<file path="config.mk">
export PLATFORM = sky130hd
export DESIGN_NAME = utf8_stream_decoder
export DESIGN_NICKNAME = d
export VERILOG_FILES = /design/src/utf8d_pkg.sv /design/src/utf8_stream_decoder.sv /design/src/utf8d_in_reg.sv /design/src/utf8d_core.sv /design/src/utf8d_out_reg.sv
export VERILOG_INCLUDE_DIRS = /design/src /design/src/src
export SDC_FILE = /design/constraint.sdc
export NUM_CORES = 1
export LEC_CHECK = 0
export BUFFER_PORTS_ARGS = -buffer_cell sky130_fd_sc_hd__buf_2
export CAP_MARGIN = 20
export CORE_ASPECT_RATIO = 1.2
export CORE_UTILIZATION = 45
export CTS_CLUSTER_SIZE = 16
export DETAILED_ROUTE_END_ITERATION = 12
export GPL_TIMING_DRIVEN = 0
export PLACE_DENSITY = 0.8
export SKIP_CTS_REPAIR_TIMING = 1
export SLEW_MARGIN = 20
export SYNTH_ARGS = -nofsm -noshare
export SYNTH_HDL_FRONTEND = slang
export SYNTH_HIERARCHICAL = 1
export SYNTH_SLANG_ARGS = --single-unit
</file>
<file path="constraint.sdc">
create_clock -name clk -period 4 [get_ports clk]
set_clock_uncertainty 0.15 [all_clocks]
set_input_delay 0.8 -clock clk [delete_from_list [all_inputs] [get_ports clk]]
set_output_delay 0.8 -clock clk [all_outputs]
set_load 0.01 [all_outputs]
</file>
<file path="src/utf8_stream_decoder_assert.svh">
// assertion macros for the utf8 stream decoder
`ifndef UTF8_STREAM_DECODER_ASSERT_SVH
`define UTF8_STREAM_DECODER_ASSERT_SVH

`ifndef NO_ASSERTIONS
// clocked check, held off while reset is low
`define UTF8D_ASSERT(lbl, prop, msg) \
  lbl: assert property (@(posedge clk) disable iff (!rst_n) prop) else $error(msg);
// clocked check that also holds through reset
`define UTF8D_ASSERT_ALWAYS(lbl, prop, msg) \
  lbl: assert property (@(posedge clk) prop) else $error(msg);
`else
`define UTF8D_ASSERT(lbl, prop, msg)
`define UTF8D_ASSERT_ALWAYS(lbl, prop, msg)
`endif

`endif

</file>
<file path="src/utf8d_pkg.sv">
// shared types and constants of the utf8 stream decoder
`timescale 1ns / 1ps

package utf8d_pkg;

  localparam int unsigned CP_W      = 21;
  localparam int unsigned CNT_W     = 17;
  localparam int unsigned PEND_W    = 2;
  localparam int unsigned IN_TDATA_W  = 8;
  localparam int unsigned OUT_TDATA_W = 40;

  localparam logic [31:0]      MAX_STRING_BYTES_DEF = 32'd65536;
  localparam logic [CNT_W-1:0] CNT_FIELD_MAX        = 17'h1FFFF;
  localparam logic [CP_W-1:0]  REPLACEMENT_CP       = 21'h00FFFD;

  typedef enum logic [1:0] {
    ST_OK       = 2'd0,
    ST_BAD_LEAD = 2'd1,
    ST_BAD_CONT = 2'd2,
    ST_TRUNC    = 2'd3
  } status_t;

  typedef struct packed {
    logic [7:0] data_byte;
    logic       last;
  } item_t;

  typedef struct packed {
    logic [CP_W-1:0]  codepoint;
    status_t          status;
    logic             string_valid;
    logic [CNT_W-1:0] char_num;
    logic             end_of_string;
  } res_t;

endpackage

</file>
<file path="src/utf8_stream_decoder.sv">
// path: input register, then the decode step, then the result register
// throughput: one byte per cycle while results are taken, set by the single
//   decode step between the input register and the result register
// mid-character bytes give no result but still pass the decode step
// reset: synchronous active-low rst_n clears both stages and the decode state
`timescale 1ns / 1ps

module utf8_stream_decoder #(
  parameter logic [31:0] MAX_STRING_BYTES = utf8d_pkg::MAX_STRING_BYTES_DEF
) (
  input  logic                                clk,
  input  logic                                rst_n,
  // byte request side
  input  logic                                in_tvalid,
  output logic                                in_tready,
  input  logic [utf8d_pkg::IN_TDATA_W-1:0]    in_tdata,  // [7:0] byte_in
  input  logic                                in_tlast,  // last_byte
  // result side
  output logic                                out_tvalid,
  input  logic                                out_tready,
  // [20:0] codepoint, [21] string_valid, [38:22] char_num, [39] zero
  output logic [utf8d_pkg::OUT_TDATA_W-1:0]   out_tdata,
  output logic [1:0]                          out_tuser, // [1:0] status
  output logic                                out_tlast  // end_of_string
);

  utf8d_pkg::item_t in_item;
  utf8d_pkg::item_t item;
  utf8d_pkg::res_t  res;
  utf8d_pkg::res_t  out_res;
  logic             item_valid;
  logic             take;
  logic             res_valid;

  // pack the incoming request
  assign in_item.data_byte = in_tdata;
  assign in_item.last      = in_tlast;

  // input register: holds one byte while the decode step waits
  utf8d_in_reg u_in_reg (
    .clk        (clk),
    .rst_n      (rst_n),
    .in_valid   (in_tvalid),
    .in_ready   (in_tready),
    .in_item    (in_item),
    .item_valid (item_valid),
    .item       (item),
    .take       (take)
  );

  // decode step and running string state
  utf8d_core #(
    .MAX_STRING_BYTES (MAX_STRING_BYTES)
  ) u_core (
    .clk        (clk),
    .rst_n      (rst_n),
    .item_valid (item_valid),
    .item       (item),
    .take       (take),
    .res_valid  (res_valid),
    .res        (res)
  );

  // result register, parts the two stream sides
  utf8d_out_reg u_out_reg (
    .clk       (clk),
    .rst_n     (rst_n),
    .res_valid (res_valid),
    .res       (res),
    .take      (take),
    .out_valid (out_tvalid),
    .out_ready (out_tready),
    .out_res   (out_res)
  );

  // unpack the result onto the stream fields
  assign out_tdata = {1'b0, out_res.char_num, out_res.string_valid, out_res.codepoint};
  assign out_tuser = out_res.status;
  assign out_tlast = out_res.end_of_string;

endmodule

</file>
<file path="src/utf8d_in_reg.sv">
// input register stage holding one byte request
`timescale 1ns / 1ps

module utf8d_in_reg (
  input  logic             clk,
  input  logic             rst_n,
  input  logic             in_valid,
  output logic             in_ready,
  input  utf8d_pkg::item_t in_item,
  output logic             item_valid,
  output utf8d_pkg::item_t item,
  input  logic             take
);

  logic             valid_r, valid_nxt;
  utf8d_pkg::item_t item_r;
  logic             fire;

  assign in_ready   = !valid_r || take;
  assign fire       = in_valid && in_ready;
  assign item_valid = valid_r;
  assign item       = item_r;

  always_comb begin
    valid_nxt = valid_r;
    if (fire) begin
      valid_nxt = 1'b1;
    end else if (take) begin
      valid_nxt = 1'b0;
    end
  end

  always_ff @(posedge clk) begin
    if (!rst_n) begin
      valid_r <= 1'b0;
    end else begin
      valid_r <= valid_nxt;
    end
  end

  always_ff @(posedge clk) begin
    if (fire) begin
      item_r <= in_item;
    end
  end

endmodule

</file>
<file path="src/utf8d_core.sv">
// decode state and single-step byte decode
`timescale 1ns / 1ps
`include "utf8_stream_decoder_assert.svh"

module utf8d_core #(
  parameter logic [31:0] MAX_STRING_BYTES = utf8d_pkg::MAX_STRING_BYTES_DEF
) (
  input  logic             clk,
  input  logic             rst_n,
  input  logic             item_valid,
  input  utf8d_pkg::item_t item,
  input  logic             take,
  output logic             res_valid,
  output utf8d_pkg::res_t  res
);

  localparam int unsigned CP_W  = utf8d_pkg::CP_W;
  localparam int unsigned CNT_W = utf8d_pkg::CNT_W;
  localparam logic [CNT_W-1:0] CntCap =
    (MAX_STRING_BYTES < 32'(utf8d_pkg::CNT_FIELD_MAX)) ?
    MAX_STRING_BYTES[CNT_W-1:0] : utf8d_pkg::CNT_FIELD_MAX;

  logic [utf8d_pkg::PEND_W-1:0] pend_r, pend_nxt;
  logic [CP_W-1:0]              accum_r, accum_nxt;
  logic                         cerr_r, cerr_nxt;
  logic                         aval_r, aval_nxt;
  logic [CNT_W-1:0]             cnt_r, cnt_nxt;

  logic                         step;
  logic                         emit;
  logic                         bad_cont;
  logic [CP_W-1:0]              shifted;
  logic [utf8d_pkg::PEND_W-1:0] pend_dec;
  logic [CNT_W-1:0]             cnt_bump;
  logic [7:0]                   b;

  assign step     = item_valid && take;
  assign b        = item.data_byte;
  assign bad_cont = (b[7:6] != 2'b10);
  assign shifted  = {accum_r[CP_W-7:0], b[5:0]};
  assign pend_dec = pend_r - 2'd1;
  assign cnt_bump = (cnt_r < CntCap) ? cnt_r + 17'd1 : cnt_r;

  always_comb begin
    pend_nxt          = pend_r;
    accum_nxt         = accum_r;
    cerr_nxt          = cerr_r;
    aval_nxt          = aval_r;
    cnt_nxt           = cnt_r;
    emit              = 1'b0;
    res.codepoint     = '0;
    res.status        = utf8d_pkg::ST_OK;
    res.string_valid  = 1'b0;
    res.char_num      = '0;
    res.end_of_string = item.last;

    if (pend_r == '0) begin
      cerr_nxt = 1'b0;
      unique case (b) inside
        8'b0???????: begin
          res.codepoint = {13'd0, b};
          emit          = 1'b1;
        end
        8'b110?????: begin
          accum_nxt = {16'd0, b[4:0]};
          pend_nxt  = 2'd1;
        end
        8'b1110????: begin
          accum_nxt = {17'd0, b[3:0]};
          pend_nxt  = 2'd2;
        end
        8'b11110???: begin
          accum_nxt = {18'd0, b[2:0]};
          pend_nxt  = 2'd3;
        end
        default: begin
          res.codepoint = utf8d_pkg::REPLACEMENT_CP;
          res.status    = utf8d_pkg::ST_BAD_LEAD;
          aval_nxt      = 1'b0;
          emit          = 1'b1;
        end
      endcase
    end else begin
      // continuation byte, consumed even without the 10 prefix
      cerr_nxt  = cerr_r || bad_cont;
      aval_nxt  = aval_r && !bad_cont;
      accum_nxt = shifted;
      pend_nxt  = pend_dec;
      if (pend_dec == '0) begin
        res.codepoint = shifted;
        res.status    = cerr_nxt ? utf8d_pkg::ST_BAD_CONT : utf8d_pkg::ST_OK;
        emit          = 1'b1;
        accum_nxt     = '0;
        cerr_nxt      = 1'b0;
      end
    end

    // string ends mid-character
    if (!emit && item.last) begin
      res.codepoint = '0;
      res.status    = utf8d_pkg::ST_TRUNC;
      aval_nxt      = 1'b0;
      emit          = 1'b1;
    end

    if (emit) begin
      cnt_nxt = cnt_bump;
    end
    res.string_valid = aval_nxt;
    res.char_num     = cnt_nxt;

    if (item.last) begin
      pend_nxt  = '0;
      accum_nxt = '0;
      cerr_nxt  = 1'b0;
      aval_nxt  = 1'b1;
      cnt_nxt   = '0;
    end
  end

  assign res_valid = step && emit;

  always_ff @(posedge clk) begin
    if (!rst_n) begin
      pend_r  <= '0;
      accum_r <= '0;
      cerr_r  <= 1'b0;
      aval_r  <= 1'b1;
      cnt_r   <= '0;
    end else if (step) begin
      pend_r  <= pend_nxt;
      accum_r <= accum_nxt;
      cerr_r  <= cerr_nxt;
      aval_r  <= aval_nxt;
      cnt_r   <= cnt_nxt;
    end
  end

  `UTF8D_ASSERT(a_last_clears, (step && item.last) |=> (pend_r == '0 && cnt_r == '0 && aval_r && !cerr_r), "state not cleared after last byte")
  `UTF8D_ASSERT(a_last_emits, (step && item.last) |-> res_valid, "last byte gave no result")
  `UTF8D_ASSERT(a_trunc_form, (res_valid && res.status == utf8d_pkg::ST_TRUNC) |-> (res.codepoint == '0 && !res.string_valid), "truncated result malformed")
  `UTF8D_ASSERT(a_bad_lead_cp, (res_valid && res.status == utf8d_pkg::ST_BAD_LEAD) |-> (res.codepoint == utf8d_pkg::REPLACEMENT_CP && !res.string_valid), "bad lead result malformed")
  `UTF8D_ASSERT_ALWAYS(a_cnt_cap, !rst_n || cnt_r <= CntCap, "character counter above cap")

endmodule

</file>
<file path="src/utf8d_out_reg.sv">
// result register towards the output stream
`timescale 1ns / 1ps

module utf8d_out_reg (
  input  logic            clk,
  input  logic            rst_n,
  input  logic            res_valid,
  input  utf8d_pkg::res_t res,
  output logic            take,
  output logic            out_valid,
  input  logic            out_ready,
  output utf8d_pkg::res_t out_res
);

  logic            valid_r, valid_nxt;
  utf8d_pkg::res_t res_r;

  // stage may move when the register is empty or drains this cycle
  assign take      = !valid_r || out_ready;
  assign out_valid = valid_r;
  assign out_res   = res_r;

  always_comb begin
    valid_nxt = valid_r;
    if (res_valid) begin
      valid_nxt = 1'b1;
    end else if (out_ready) begin
      valid_nxt = 1'b0;
    end
  end

  always_ff @(posedge clk) begin
    if (!rst_n) begin
      valid_r <= 1'b0;
    end else begin
      valid_r <= valid_nxt;
    end
  end

  always_ff @(posedge clk) begin
    if (res_valid) begin
      res_r <= res;
    end
  end

endmodule

</file>
==> results.py <==
metrics = {
    "logic_synthesis": {
        "syn-num-nets": 388,
        "synth_sequential_area_ratio": 0.573,
        "syn_area_per_cell_um2": 10.7,
        "synth_edf_count": 51,
        "ys.flop_type": "edfxtp_1",
        "synthArstFlopShare": 0,
        "ys_ff_latch": 89,
        "synth_cell_types": 51,
        "synth_cells": 374,
        "netlist_area_mm2": 0.00400,
        "synth_warnings": 6,
    },
    "place": {
        "post-place-ws_ns": 1.16,
        "place_hpwl_mm": 6.13,
        "placed_cells": 549,
        "gp_congestion": 0.879,
        "portBuffers": 56,
    },
    "routing": {
        "top_layer": "met4",
        "wl_mm": 9.01,
        "detailroute.wirelength.met3_um": 507,
        "drtAntennaViolNets": 0,
        "avgViaCountPerCell": 5.81,
        "routedLengthMet1_mm": 3.90,
        "vias": 3284,
        "dr.pass1.iters": 5,
        "drc_errors": 0,
        "dr_wl_met2_mm": 4.28,
        "drt_iter0_drc": 307,
        "routedWlPerCell_um": 15.9,
    },
    "timing": {
        "maxSlewViolCount": 0,
        "maxSlewHeadroom": 0.342,
        "tightestPinTransition_ns": 0.985,
        "final_hold_viol_count": 0,
        "rsz0062_at_grt": "no",
        "max_freq_mhz": 376,
        "period_minus_slack_ns": 2.66,
        "worst_slack_ns": 1.34,
        "fin_crit_sh": 0.665,
        "setup_violations": 0,
        "whs_ns": 0.329,
        "setup-tns-final_ns": 0,
    },
    "outcome": {
        "status": "complete, no violations",
    },
    "cells_and_area": {
        "layoutNonFillerInstCount": 565,
        "area_growth_syn_to_layout_pct": 17.1,
        "diodes": 0,
        "fillCellCount": 779,
        "most-common-layout-cells": "56 x buf_2, 51 x edfxtp_1, 38 x dfxtp_1, 27 x nand2_1, 23 x clkbuf_1",
        "mostFrequentLayoutCell": "buf_2",
        "drive_gt1_frac": 0.190,
        "nNetsFinal": 457,
        "final_util": 0.544,
    },
    "critical_path": {
        "start_kind": "register",
        "cp.arrival_ns": 2.76,
        "path_cells": "nand3_1 -> a2111oi_2 -> clkbuf_1 -> a21o_1",
        "r2r_cells": 4,
        "cp-startpoint": "u_in_reg/item[4]$_DFFE_PP_",
        "endpoint_kind": "register",
        "crit_required_ns": 4.10,
        "slowest_delay_ns": 1.00,
        "r2r-end": "u_out_reg/out_res[31]$_DFFE_PP_",
        "reg2reg_from": "u_in_reg/item[4]$_DFFE_PP_",
        "crit_fanout": 10,
        "r2r_setup_slack_ns": 1.34,
        "endpoint": "u_out_reg/out_res[31]$_DFFE_PP_",
        "crit_type": "reg -> reg",
        "cpMaxStageDelayCell": "a2111oi_2",
    },
    "clocking": {
        "cts_buffer_depth": 2,
        "cts_tree": "built",
        "cts-htree-levels": 3,
        "insertion_delay_ns": 0.38,
        "numCtsBuffers": 9,
        "cts_sinks": 89,
        "cts.clk_slew.worst_paths_ns": 0.10,
        "cts_root_buffer": "clkbuf_8",
    },
    "worst_hold_path": {
        "hold_path_class": "reg -> reg",
        "min_path_cells": 2,
    },
    "floorplan": {
        "fp-row-count": 37,
        "fp.dieW_um": 88.1,
        "dieArea_mm2": 0.00928,
        "top_level_ports": 58,
        "initial_core_util": 0.465,
        "core_mm2": 0.00861,
        "die_h_um": 105,
    },
    "power": {
        "p_leak_uw": 0.00176,
        "ir_worst_vdd_v": 0.000194,
        "power_density_mw_per_mm2": 385,
    },
    "global_routing": {
        "grt_pass1_vias": 3012,
        "grt_max_degree": 18,
        "grt_use_total": 0.203,
        "antenna_found_initial": 0,
        "gr-total-overflow": 0,
        "grt_first_pass_wirelength_mm": 14.3,
    },
    "job": {
        "cap_violations": 0,
    },
}
==> per-stage QoR <==
step                power (µW)  instance area (µm²)
floorplan                 1130                 4000
global placement          1180                 4430
detailed placement        1190                 4480
CTS                       1820                 4690
global route              1860                 4690
finish                    1800                 4690
==> routing by layer <==
metal | up-vias | global-route usage
met5 | - | 0
met4 | 0 | 0.135
met3 | 32 | 0.0321
met2 | 148 | 0.313
met1 | 1560 | 0.260
li1 | 1544 | -
==> how the worst min path moves through the flow <==
stage	startpoint	endpoint	slack, ns
finish	u_core/accum_r[11]$_SDFFE_PN0P_	u_core/accum_r[11]$_SDFFE_PN0P_	0.33
global route	u_core/accum_r[11]$_SDFFE_PN0P_	u_core/accum_r[11]$_SDFFE_PN0P_	0.35
CTS	u_core/accum_r[11]$_SDFFE_PN0P_	u_core/accum_r[11]$_SDFFE_PN0P_	0.33
detailed placement	u_core/cerr_r$_SDFFE_PN0P_	u_core/cerr_r$_SDFFE_PN0P_	0.31
global placement	u_core/cerr_r$_SDFFE_PN0P_	u_core/cerr_r$_SDFFE_PN0P_	0.29
floorplan	u_core/cerr_r$_SDFFE_PN0P_	u_core/cerr_r$_SDFFE_PN0P_	0.28
==> state kept, by name, summed over array words and instances, names as in the netlist <==
| register | count |
|---|---|
| u_core/cerr_r | 1 |
| u_core/accum_r | 15 |
| u_out_reg/out_res | 42 |
| u_core/aval_r | 1 |
| u_core/pend_r | 2 |
| u_core/cnt_r | 17 |
| u_in_reg/item_valid | 1 |
| u_out_reg/out_valid | 1 |
| u_in_reg/item | 9 |
==> worst max-delay path, delay by kind of cell (launching register included) <==
kind                   cells  cell delay, ns
AO/OA/AOI/OAI              2            1.15
flip-flops                 1            0.47
buffers and inverters      1            0.45
AND/OR/NAND/NOR            1            0.31
==> area by class of cell <==
class	instances	area (µm²)	share of cell area
multi-input combinational	245	1550	0.332
sequential	89	2290	0.489
timing repair buffer	58	323	0.0689
tap	117	146	0.0312
inverter	12	45.0	0.00961
buffer	28	124	0.0264
clock buffer	10	128	0.0272
clock inverter	6	75.1	0.0160
==> Yosys cell counts (all sizes together) (2+ instances only) <==
master   number  area share
o21a          2      0.0037
nand3        15       0.019
a211oi        2      0.0037
a311o         4       0.010
nand2        27       0.025
and2         10       0.016
or3           3      0.0047
xor2          6       0.013
or4b          3      0.0075
a21oi        23       0.029
dfxtp        38        0.19
and3          5      0.0078
a2111oi       3      0.0081
a21o         15       0.028
o211ai        5      0.0094
o311ai        8       0.018
and4          3      0.0066
nand4        14       0.022
a32oi         2      0.0044
a21boi        3      0.0075
nor2         19       0.018
a31oi        11       0.017
o31ai         3      0.0056
buf           6       0.010
clkbuf       22       0.021
nor2b         4      0.0062
nand2b        5       0.012
nand4b        4      0.0087
edfxtp       51        0.38
xnor2         9       0.020
inv          11       0.010
nor3          6      0.0075
o21ai        21       0.026
==> kinds of logic after synthesis <==
family                   synth area share
flip-flops                          0.573
AO/OA/AOI/OAI                       0.182
XOR/XNOR                           0.0328
other                            0.000937
buffers and inverters              0.0422
adder cells (fa/ha/maj)           0.00312
AND/OR/NAND/NOR                     0.167
==> where the power goes <==
| group | internal [µW] | total (µW) | switching (µW) | leakage (µW) |
|---|---|---|---|---|
| clock | 297 | 631 | 334 | 0.0000990 |
| sequential | 1000 | 1020 | 15.4 | 0.000792 |
| combinational | 55.9 | 155 | 99.6 | 0.000867 |
(Power assumes the default switching activity.)
